## src/rtl/core/assert_macros.svh

```systemverilog
// Assertion shorthands shared by the RTL of this block.
`ifndef ASSERT_MACROS_SVH
`define ASSERT_MACROS_SVH

// Same-cycle implication, sampled on the rising edge, disabled while reset is high.
`define ASSERT_IMPLY(label, clk, rst, ante, cons, msg) \
   label: assert property (@(posedge clk) disable iff (rst) (ante) |-> (cons)) \
      else $error(msg);

// Next-cycle implication, sampled on the rising edge, disabled while reset is high.
`define ASSERT_NEXT(label, clk, rst, ante, cons, msg) \
   label: assert property (@(posedge clk) disable iff (rst) (ante) |=> (cons)) \
      else $error(msg);

`endif

```

## src/rtl/core/bce_pkg.sv

```systemverilog
// Shared constants, types and helpers of the bitmask circle erase core.
package bce_pkg;

   localparam int COORD_W    = 11;   // signed pixel coordinates
   localparam int RAD_IN_W   = 6;    // radius field
   localparam int ALPHA_W    = 8;
   localparam int COUNT_W    = 19;   // pixel counters
   localparam int CFG_W      = 10;   // active size registers
   localparam int CSR_IDX_W  = 1;
   localparam int WORD_BITS  = 64;   // map bits per memory word
   localparam int WORD_BYTES = WORD_BITS / 8;
   localparam int LW         = 6;    // log2 of WORD_BITS

   localparam int DEF_MAX_WIDTH  = 512;
   localparam int DEF_MAX_HEIGHT = 512;
   localparam int DEF_MAX_RADIUS = 63;

   localparam logic [CFG_W-1:0] CFG_DIM_RESET = 10'd512;

   localparam logic [CSR_IDX_W-1:0] CSR_WIDTH  = 1'b0;
   localparam logic [CSR_IDX_W-1:0] CSR_HEIGHT = 1'b1;

   typedef enum logic [1:0] {
      OP_CLEAR = 2'd0,
      OP_LOAD  = 2'd1,
      OP_ERASE = 2'd2,
      OP_QUERY = 2'd3
   } bce_op_type;

   // Commands into the circle row walker.
   typedef struct packed {
      logic start;
      logic advance;
   } bce_walk_cmd_type;

   // Status out of the circle row walker.
   typedef struct packed {
      logic settled;    // half width of the current row is final
      logic last_row;   // current row is the bottom row of the circle
   } bce_walk_stat_type;

   function automatic int imax(input int a, input int b);
      return (a > b) ? a : b;
   endfunction

endpackage

```

## src/rtl/core/bce_circle_walk.sv

```systemverilog
// Circle row walker: steps dy from -r to r and tracks the half width of each row.
module bce_circle_walk #(
   parameter int RAD_W = 6
) (
   input  logic                       clock,
   input  logic                       reset,
   input  bce_pkg::bce_walk_cmd_type  walk_cmd,
   input  logic [RAD_W-1:0]           radius,
   output bce_pkg::bce_walk_stat_type walk_stat,
   output logic signed [RAD_W:0]      row_dy,
   output logic [RAD_W-1:0]           half_width
);
   import bce_pkg::*;

   // err = r*r - dy*dy - half*half, kept exact by increments
   localparam int ERR_W = 2 * RAD_W + 3;

   logic                    active_ff, active_in;
   logic signed [RAD_W:0]   dy_ff, dy_in;
   logic [RAD_W-1:0]        half_ff, half_in;
   logic [RAD_W-1:0]        rad_ff, rad_in;
   logic signed [ERR_W-1:0] err_ff, err_in;

   logic signed [ERR_W-1:0] grow_err;
   logic signed [ERR_W-1:0] shrink_err;
   logic signed [ERR_W-1:0] step_err;
   logic                    err_neg;
   logic                    grow_ok;
   logic                    settled;
   logic                    last_row;

   // grow: half+1 costs 2*half+1; shrink: half-1 gives back 2*half-1
   assign grow_err   = err_ff - $signed({{(ERR_W-RAD_W-1){1'b0}}, half_ff, 1'b1});
   assign shrink_err = err_ff + $signed({{(ERR_W-RAD_W-1){1'b0}}, half_ff, 1'b0})
                       - $signed(ERR_W'(1));
   // dy+1 costs 2*dy+1
   assign step_err   = err_ff - $signed({{(ERR_W-RAD_W-2){dy_ff[RAD_W]}}, dy_ff, 1'b1});

   assign err_neg  = err_ff[ERR_W-1];
   assign grow_ok  = !grow_err[ERR_W-1];
   assign settled  = active_ff && !err_neg && !grow_ok;
   assign last_row = (dy_ff == $signed({1'b0, rad_ff}));

   always_comb begin
      active_in = active_ff;
      dy_in     = dy_ff;
      half_in   = half_ff;
      rad_in    = rad_ff;
      err_in    = err_ff;
      priority if (walk_cmd.start) begin
         active_in = 1'b1;
         rad_in    = radius;
         dy_in     = -$signed({1'b0, radius});
         half_in   = '0;
         err_in    = '0;
      end else if (active_ff && err_neg) begin
         half_in = half_ff - RAD_W'(1);
         err_in  = shrink_err;
      end else if (active_ff && grow_ok) begin
         half_in = half_ff + RAD_W'(1);
         err_in  = grow_err;
      end else if (walk_cmd.advance) begin
         if (last_row) begin
            active_in = 1'b0;
         end else begin
            dy_in  = dy_ff + $signed((RAD_W+1)'(1));
            err_in = step_err;
         end
      end
   end

   always_ff @(posedge clock) begin
      if (reset) begin
         active_ff <= 1'b0;
      end else begin
         active_ff <= active_in;
      end
   end

   always_ff @(posedge clock) begin
      dy_ff   <= dy_in;
      half_ff <= half_in;
      rad_ff  <= rad_in;
      err_ff  <= err_in;
   end

   assign walk_stat.settled  = settled;
   assign walk_stat.last_row = last_row;
   assign row_dy             = dy_ff;
   assign half_width         = half_ff;

endmodule

```

## config.mk

```make
export PLATFORM = sky130hd
export DESIGN_NAME = bce_circle_walk
export DESIGN_NICKNAME = d
export VERILOG_FILES = /design/src/rtl/core/assert_macros.svh /design/src/rtl/core/bce_pkg.sv /design/src/rtl/core/bce_circle_walk.sv
export SDC_FILE = /design/constraint.sdc
export NUM_CORES = 1
export LEC_CHECK = 0
export ABC_AREA = 1
export BUFFER_PORTS_ARGS = -buffer_cell sky130_fd_sc_hd__buf_4
export CAP_MARGIN = 20
export CORE_MARGIN = 8
export CORE_UTILIZATION = 40
export DETAILED_ROUTE_END_ITERATION = 12
export GPL_TIMING_DRIVEN = 0
export HOLD_SLACK_MARGIN = 0.15
export RECOVER_POWER = 100
export SYNTH_ARGS = -nofsm -noshare
export SYNTH_HDL_FRONTEND = slang
export SYNTH_SLANG_ARGS = --single-unit
export TNS_END_PERCENT = 20
```

## constraint.sdc

```tcl
create_clock -name clock -period 2.88 [get_ports clock]
set_clock_uncertainty 0.15 [all_clocks]
set_input_delay 0.144 -clock clock [delete_from_list [all_inputs] [get_ports clock]]
set_output_delay 0.144 -clock clock [all_outputs]
set_load 0.1 [all_outputs]
```

==> reports/summary.txt, run 1 <==
routability cong.: 0.954
Synth area leader: ha_1
max_slew headroom: 0.221
Multi-input gate area: 2880 um^2
Placeable Area: 10200 um^2
Net Count, Synth: 708
synth top area cells: ha_1, nand2_1, dfxtp_1
CTS tree: done
nature of the critical path endpoint: register
worst setup margin: 0.199 ns
max-slew violations: 0
f_max: 373 MHz
Worst EP required: 2.98 ns
fraction of synthesized area in multiplexers: 0
worst-margin pin slew: 1.17 ns
Post-Synth Simple-Gate Area: 0.293
clk slew on worst S/H paths: 0.09 ns
Reg area: 846 um^2
ant diodes: 0
die width: 118 um
area delta synth->final: 12.3%
EDFF count, synth: 13
largest family of logic cells by synthesized area: simple AND/OR/NAND/NOR gates
DIE AREA: 14000 um^2
Post-DRT Antenna Nets: 0
Distinct cells, synth: 40
Setup WS pre-CTS: -0.125 ns
top-level I/O count: 25
root buf cell: clkbuf_8
Synth Register Bits: 35
first-pass GRT wire length: 19.2 mm
DRC: 0
total gr overflow: 0
vias in the first global route: 3983
via count: 4142
Final HPWL DP: 9.44 mm
cts bufs inserted: 5
sequential area share after synthesis: 0.199
MaxCap Viol Count: 0
nets: 749
FP Rows: 37
Placed Area: 4540 um^2
critical path class: reg2reg
crit share post-route: 0.931
final hold vios: 0
total number of yosys warnings: 0
Top FF cell, synth: dfxtp_1
critical path data arrival time: 2.78 ns
H-tree levels: 2
initial antenna violation count: 0
CP Launch Type: register
Tmin final: 2.68 ns
Yosys top cell area share: 0.150
Synth Area in Adders: 0.169
routed len/inst: 13.9 um
drt total wl: 11.5 mm
Compound-Gate Fraction of Synth Area: 0.168
Via density: 5.04
Total Routing Usage GR: 0.167
drt first pass iters: 5
post-route cell area: 4690 um^2
share of cells above drive strength 1: 0.0860
Worst Hold Class: in2reg
Syn Area/Cell: 6.49 um^2
Mapped Cells: 644
Die Height: 118 um
final setup violation count: 0
fillers: 1087
status: complete, no violations
Post-Route Utilization: 0.459
peak fanout along the critical path: 10
Worst-Skew Late Latency: 0.30 ns
largest net degree at the start of global routing: 14
Mapped Area: 4180 um^2
Synth async-reset ratio: 0
clk sinks: 35
Initial Util: 0.408
Post-Synth XOR/XNOR Area: 0.0566
port buffer count: 24
clk buf depth: 2
Initial DRC Count: 268
[per-layer routing]
metal,share of wire,wire [um],global-route usage,vias up
met5,0,0,0,-
met4,0.020,231,0.0592,0
met3,0.042,478,0.0224,17
met2,0.45,5200,0.272,95
met1,0.48,5550,0.221,1855
li1,-,-,-,2175
[layout make-up]
cell class / count / area share
buffer: 11 / 0.0149
clock buffer: 5 / 0.0147
clock inverter: 3 / 0.0101
inverter: 108 / 0.0872
multi-input combinational: 490 / 0.613
sequential: 35 / 0.180
tap: 136 / 0.0363
timing repair buffer: 34 / 0.0435
[layout by cell type, fill, tap and decap left out, drive strengths merged, types with 9 or more instances in the layout]
master,count
nand2,160
inv,107
a21oi,57
nand3,55
nor2,53
ha,50
o21ai,46
clkbuf,32
xor2,24
dfxtp,22
edfxtp,13
dlygate4sd3,9
buf,9
[cells in the mapped netlist, drive strengths merged, types with 4 or more instances]
master	n
fa	4
nand2	160
o21ai	46
o21bai	6
a21oi	57
ha	50
xor2	24
a21o	4
inv	107
nor2	53
dfxtp	22
buf	9
nor3	8
nand3	55
edfxtp	13
nand4	5
[logic make-up after synthesis]
logic type / after synthesis
compound gates: 123
flops: 35
xor+xnor: 27
simple gates: 286
fa+ha+maj: 54
buf+inv: 119
[final timing paths]
check | from | end | slack [ns] | cells past startpoint
min | walk_cmd[0] | row_dy[4] | 0.28 | 3
max reg2reg | err_ff[5] | active_ff | 0.20 | 11
max | err_ff[5] | active_ff | 0.20 | 11
min reg2reg | half_width[3] | half_width[3] | 0.41 | 2
[timing repair]
action | in CTS | in global routing
buffers inserted | 0 | 1
hold endpoints to repair | 18 | 0
pin swaps | 0 | 1
setup endpoints to repair | 8 | 5
gates resized for setup | 2 | 11
hold buffers | 9 | 0
[sequential cells by signal, indices dropped and copies added (netlist names)]
signal and flops:
row_dy 7, active_ff 1, half_width 6, rad_ff 6, err_ff 15
[through the flow]
step	TNS [ns]	cells	hold WS (ns)
CTS	-0.000352	821	0.280
floorplan	0	644	0.0631
global placement	-0.0364	804	0.162
detailed placement	-0.125	804	0.164
finish	0	822	0.280
global route	-0.0412	822	0.299
[worst max-delay path, cell delays in order, from the launching register on]
cell,delay [ns]
dfxtp_1,0.44
inv_1,0.07
ha_1,0.35
nor2_1,0.21
nand3_1,0.13
nand3_2,0.11
nand2_2,0.08
nand3_2,0.13
nand2_2,0.10
buf_4,0.19
a21oi_1,0.13
dlygate4sd3_1,0.55
Power of run 1 is not shown: default switching activity piles up to over one toggle a cycle in this logic, so the estimate is an artifact.
==> inputs of run 2 (changes only) <==
- GPL_TIMING_DRIVEN: 0 -> unset
==> run 2 against run 1 <==
  * Die area did not move
  * Non-clock buffer count rose by 1
  * Final cell count grew 0.12%
  * Critical endpoint is now row_dy[6]
  * Flip-flop and latch count stayed put
  * Register-to-register slack got worse by 0.02 ns
  * Highest routed layer unchanged
  * First-iteration DRC count decreased by 4.5%
  * Routed wire length rose by 3.3%
  * Hold slack worse by 0.023 ns
  * Design area up 0.32%
  * Via count increased by 0.70%
  * Utilization rose by 0.15 points
==> reports/summary.txt, run 2 (synthesized netlist as in run 1, its figures left out) <==
FP Rows: 37 (unchanged)
Tmin final: 2.70 ns (+0.0192 ns)
cts bufs inserted: 5 (unchanged)
CTS tree: done
clk slew on worst S/H paths: 0.09 ns (about the same)
largest net degree at the start of global routing: 28 (+14)
drt total wl: 11.8 mm (+3.3%)
R2R Setup Slk: 0.18 ns (-0.02 ns)
Die Height: 118 um (unchanged)
Reg2Reg Depth: 10 (-1)
nature of the critical path endpoint: register
MaxCap Viol Count: 0 (unchanged)
critical path data arrival time: 2.55 ns (-0.23 ns)
f_max: 370 MHz (-0.71%)
worst-margin pin slew: 1.19 ns (+0.0143 ns)
DP Cell Count: 806 (+0.25%)
HP Start: walk_cmd[0]
clk sinks: 35 (unchanged)
setup bufs post-CTS: 0 (unchanged)
die width: 118 um (unchanged)
Worst EP required: 2.73 ns (-0.25 ns)
routability cong.: 0.908 (-4.8%)
vias in the first global route: 4103 (+3.0%)
max_slew headroom: 0.212 (-0.00950)
share of cells above drive strength 1: 0.0801 (-0.00595)
reg-to-reg startpoint: half_width[0]
Placeable Area: 10200 um^2 (unchanged)
final hold vios: 0 (unchanged)
most common cell after layout, fill and taps aside: nand2_1
via count: 4171 (+0.70%)
Total Routing Usage GR: 0.172 (+0.00523)
status: complete, no violations
drt first pass iters: 5 (unchanged)
DRC: 0 (unchanged)
reg-to-reg endpoint: row_dy[6]
ant diodes: 0 (unchanged)
Hold Worst Slack: 0.256 ns (-0.0234 ns)
clk buf depth: 2 (unchanged)
most frequent cells in the layout: nand2_1, inv_1, a21oi_1, nand3_1, nor2_1
Final HPWL DP: 9.57 mm (+1.4%)
area delta synth->final: 12.7%
DIE AREA: 14000 um^2 (unchanged)
final setup violation count: 0 (unchanged)
final cell count without fillers: 823 (+0.12%)
critical path class: reg2reg
initial antenna violation count: 0 (unchanged)
Via density: 5.07 (+0.58%)
root buf cell: clkbuf_8
worst setup margin: 0.180 ns (-0.0192 ns)
nets: 750 (+0.13%)
top-level I/O count: 25 (unchanged)
CP Launch Type: register
fillers: 1084 (-0.28%)
Post-DRT Antenna Nets: 0 (unchanged)
Worst Hold Class: in2reg
H-tree levels: 2 (unchanged)
peak fanout along the critical path: 14 (+4)
total gr overflow: 0 (unchanged)
port buffer count: 24 (unchanged)
routed len/inst: 14.4 um (+3.2%)
Largest Register: err_ff
first-pass GRT wire length: 20.0 mm (+4.2%)
max-slew violations: 0 (unchanged)
hold depth: 4 (+1)
Initial Util: 0.408 (unchanged)
crit share post-route: 0.937 (+0.00668)
Worst-Skew Late Latency: 0.30 ns (about the same)
Initial DRC Count: 256 (-4.5%)
Hold EP: err_ff[0]
unrepaired setup endpoints after global routing: yes
Setup WS pre-CTS: 0.0158 ns (+0.141 ns)
max FFs per register: 15 (unchanged)
run 2: cell count changes in the layout (fill, tap and decap cells not counted), sizes merged:
cell	delta
buf	+7
clkbuf	-6
clkinvlp	-1
inv	+1
run 2: per-stage QoR:
stage / util / TNS, ns / instance area [um^2]
after global routing: 0.460 / -0.00808 / 4710
final: 0.460 / 0 / 4710
after floorplan: - / 0 / 4190
after global placement: 0.446 / 0 / 4560
after detailed placement: 0.446 / 0 / 4560
after CTS: 0.467 / 0 / 4780
run 2: cell type report:
| cell class | count | area [um^2] | share of cell area |
|---|---|---|---|
| clock inverters | 3 | 47.5 | 0.0101 |
| well taps | 136 | 170 | 0.0361 |
| inverters | 108 | 405 | 0.0861 |
| clock buffers | 5 | 68.8 | 0.0146 |
| flip-flops and latches | 35 | 842 | 0.179 |
| multi-input cells | 490 | 2880 | 0.611 |
| repair buffers | 46 | 295 | 0.0627 |
run 2: worst max-delay path by stage:
stage	from	endpoint	slack [ns]	depth (start not counted)
CTS	half_width[4]	err_ff[10]	0.07	12
global placement	err_ff[5]	err_ff[10]	0.08	12
finish	half_width[0]	row_dy[6]	0.18	10
floorplan	row_dy[6]	err_ff[13]	0.04	14
detailed placement	err_ff[5]	err_ff[10]	0.02	12
global route	half_width[0]	err_ff[9]	-0.008	13
run 2: timing repair:
item | CTS | global route
endpoints found under the hold margin | 18 | 0
hold buffers | 9 | 0
setup endpoints to repair | 1 | 15
gates cloned | 0 | 0
resized for setup | 1 | 2
run 2: routing by layer:
metal  track usage  wire length, um  part of all wire  vias to the layer above
met5             0                0                 0                        -
met4        0.0520              204             0.017                        0
met3        0.0305              538             0.045                       12
met2         0.283             5470              0.46                       81
met1         0.224             5630              0.48                     1904
li1              -                -                 -                     2174
run 2: critical path: stages (launching register included):
cell	delay (ns)
dfxtp_4	0.36
inv_1	0.12
fa_1	0.52
nand3_1	0.13
nand3_2	0.10
nand2_1	0.10
nand3_2	0.15
nand2_4	0.22
inv_1	0.15
o21ai_1	0.15
buf_2	0.24
Power of run 2 is left out for the same reason.
==> inputs of run 3 (changes only) <==
- PLACE_DENSITY: unset -> 0.63
==> run 3 against run 2 <==
  * Via count increased by 1.3%
  * Worst setup slack worse by 0.016 ns
  * First-iteration DRC count shrank 7.4%
  * Register-to-register slack got worse by 0.02 ns
  * Critical path depth is 2 higher
  * Highest routed layer unchanged
==> reports/summary.txt, run 3 (synthesized netlist as in run 1, its figures left out) <==
fillers: 1053 (-2.9%)
Placeable Area: 10200 um^2 (unchanged)
Initial Util: 0.408 (unchanged)
worst-margin pin slew: 1.18 ns (-0.00563 ns)
Post-Route Utilization: 0.455 (-0.00538)
clk buf depth: 2 (unchanged)
MaxCap Viol Count: 0 (unchanged)
Largest Register: err_ff
post-route cell area: 4650 um^2 (-1.2%)
met1 usage: 0.203 (-0.0209)
routed len/inst: 14.4 um (about the same)
Total Routing Usage GR: 0.167 (-0.00486)
nets: 745 (-0.67%)
Worst Hold Class: in2reg
crit share post-route: 0.943 (+0.00549)
Reg area: 837 um^2 (-0.59%)
area delta synth->final: 11.4%
most common cell after layout, fill and taps aside: nand2_1
GR peak layer: met2
Multi-input gate area: 2880 um^2 (about the same)
Final HPWL DP: 9.24 mm (-3.5%)
final setup violation count: 0 (unchanged)
peak fanout along the critical path: 11 (-3)
clk sinks: 35 (unchanged)
setup bufs post-CTS: 0 (unchanged)
via count: 4224 (+1.3%)
total gr overflow: 0 (unchanged)
die width: 118 um (unchanged)
f_max: 368 MHz (-0.58%)
met3 usage: 0.0267 (-0.00381)
Worst EP required: 2.98 ns (+0.25 ns)
met2 global-route usage: 0.293 (+0.00995)
status: complete, no violations
max_slew headroom: 0.216 (+0.00374)
final hold vios: 0 (unchanged)
largest net degree at the start of global routing: 28 (unchanged)
unrepaired setup endpoints after global routing: no
Placed Area: 4520 um^2 (-0.82%)
DIE AREA: 14000 um^2 (unchanged)
vias in the first global route: 4186 (+2.0%)
DRC: 0 (unchanged)
Tmin final: 2.72 ns (+0.0158 ns)
Via density: 5.16 (+1.9%)
critical path data arrival time: 2.81 ns (+0.26 ns)
initial antenna violation count: 0 (unchanged)
cts bufs inserted: 5 (unchanged)
port buffer count: 24 (unchanged)
max FFs per register: 15 (unchanged)
CTS tree: done
CP Launch Type: register
clk slew on worst S/H paths: 0.10 ns (about the same)
share of cells above drive strength 1: 0.0689 (-0.0111)
setup_tns: 0 ns (unchanged)
max-slew violations: 0 (unchanged)
top-level I/O count: 25 (unchanged)
drt total wl: 11.8 mm (-0.59%)
R2R Setup Slk: 0.16 ns (-0.02 ns)
critical path class: reg2reg
Die Height: 118 um (unchanged)
Post-DRT Antenna Nets: 0 (unchanged)
H-tree levels: 2 (unchanged)
routability cong.: 0.903 (-0.55%)
nature of the critical path endpoint: register
Worst-Skew Late Latency: 0.30 ns (about the same)
most frequent cells in the layout: nand2_1, inv_1, nand3_1, nor2_1, a21oi_1
FP Rows: 37 (unchanged)
root buf cell: clkbuf_8
Initial DRC Count: 237 (-7.4%)
ant diodes: 0 (unchanged)
drt first pass iters: 5 (unchanged)
first-pass GRT wire length: 19.5 mm (-2.5%)
[run 3: changes by cell type in the layout (fill, tap and decap cells not counted), moves of 2 or more]
cell | before | now
clkbuf_1 | 18 | 21
clkbuf_2 | 1 | 3
dfxtp_1 | 15 | 17
buf_4 | 15 | 7
[run 3: stage by stage]
step / worst slack, ns / cells / hold slack (ns)
after global routing: 0.00640 / 818 / 0.275
after global placement: 0.256 / 801 / 0.165
final: 0.164 / 818 / 0.253
after floorplan: 0.0366 / 644 / 0.0631
after detailed placement: 0.233 / 801 / 0.165
after CTS: 0.201 / 818 / 0.232
[run 3: final cells by class]
type,count,share of cell area
clock inverter,3,0.0102
inverter,108,0.0879
clock buffer,5,0.0148
timing repair buffer,41,0.0524
sequential,35,0.180
multi-input combinational,490,0.618
tap,136,0.0366
[run 3: final timing paths]
check | startpoint | endpoint | depth (start not counted)
max reg2reg | half_width[0] | err_ff[14] | 12
min reg2reg | half_width[3] | half_width[3] | 2
min | walk_cmd[0] | err_ff[1] | 4
max | half_width[0] | err_ff[14] | 12
[run 3: critical path, stage by stage (launching register included)]
cell and delay (ns):
dfxtp_1 0.36, inv_1 0.14, fa_1 0.53, nand3_1 0.13, nand3_2 0.09, nand2_1 0.12, nand3_2 0.14, nand2_2 0.15
clkbuf_1 0.42, nand3_1 0.22, nand3_1 0.11, nand2_1 0.05, inv_1 0.04
[run 3: layer usage]
metal	share of wire	wire length (um)
met1	0.45	5350
met2	0.47	5530
met3	0.055	648
met4	0.021	243
met5	0	0
[run 3: repair_timing]
action,CTS,global route
hold buffers,9,0
setup endpoints to repair,0,3
endpoints found under the hold margin,19,0
gates resized for setup,0,3
Power of run 3 is left out for the same reason.
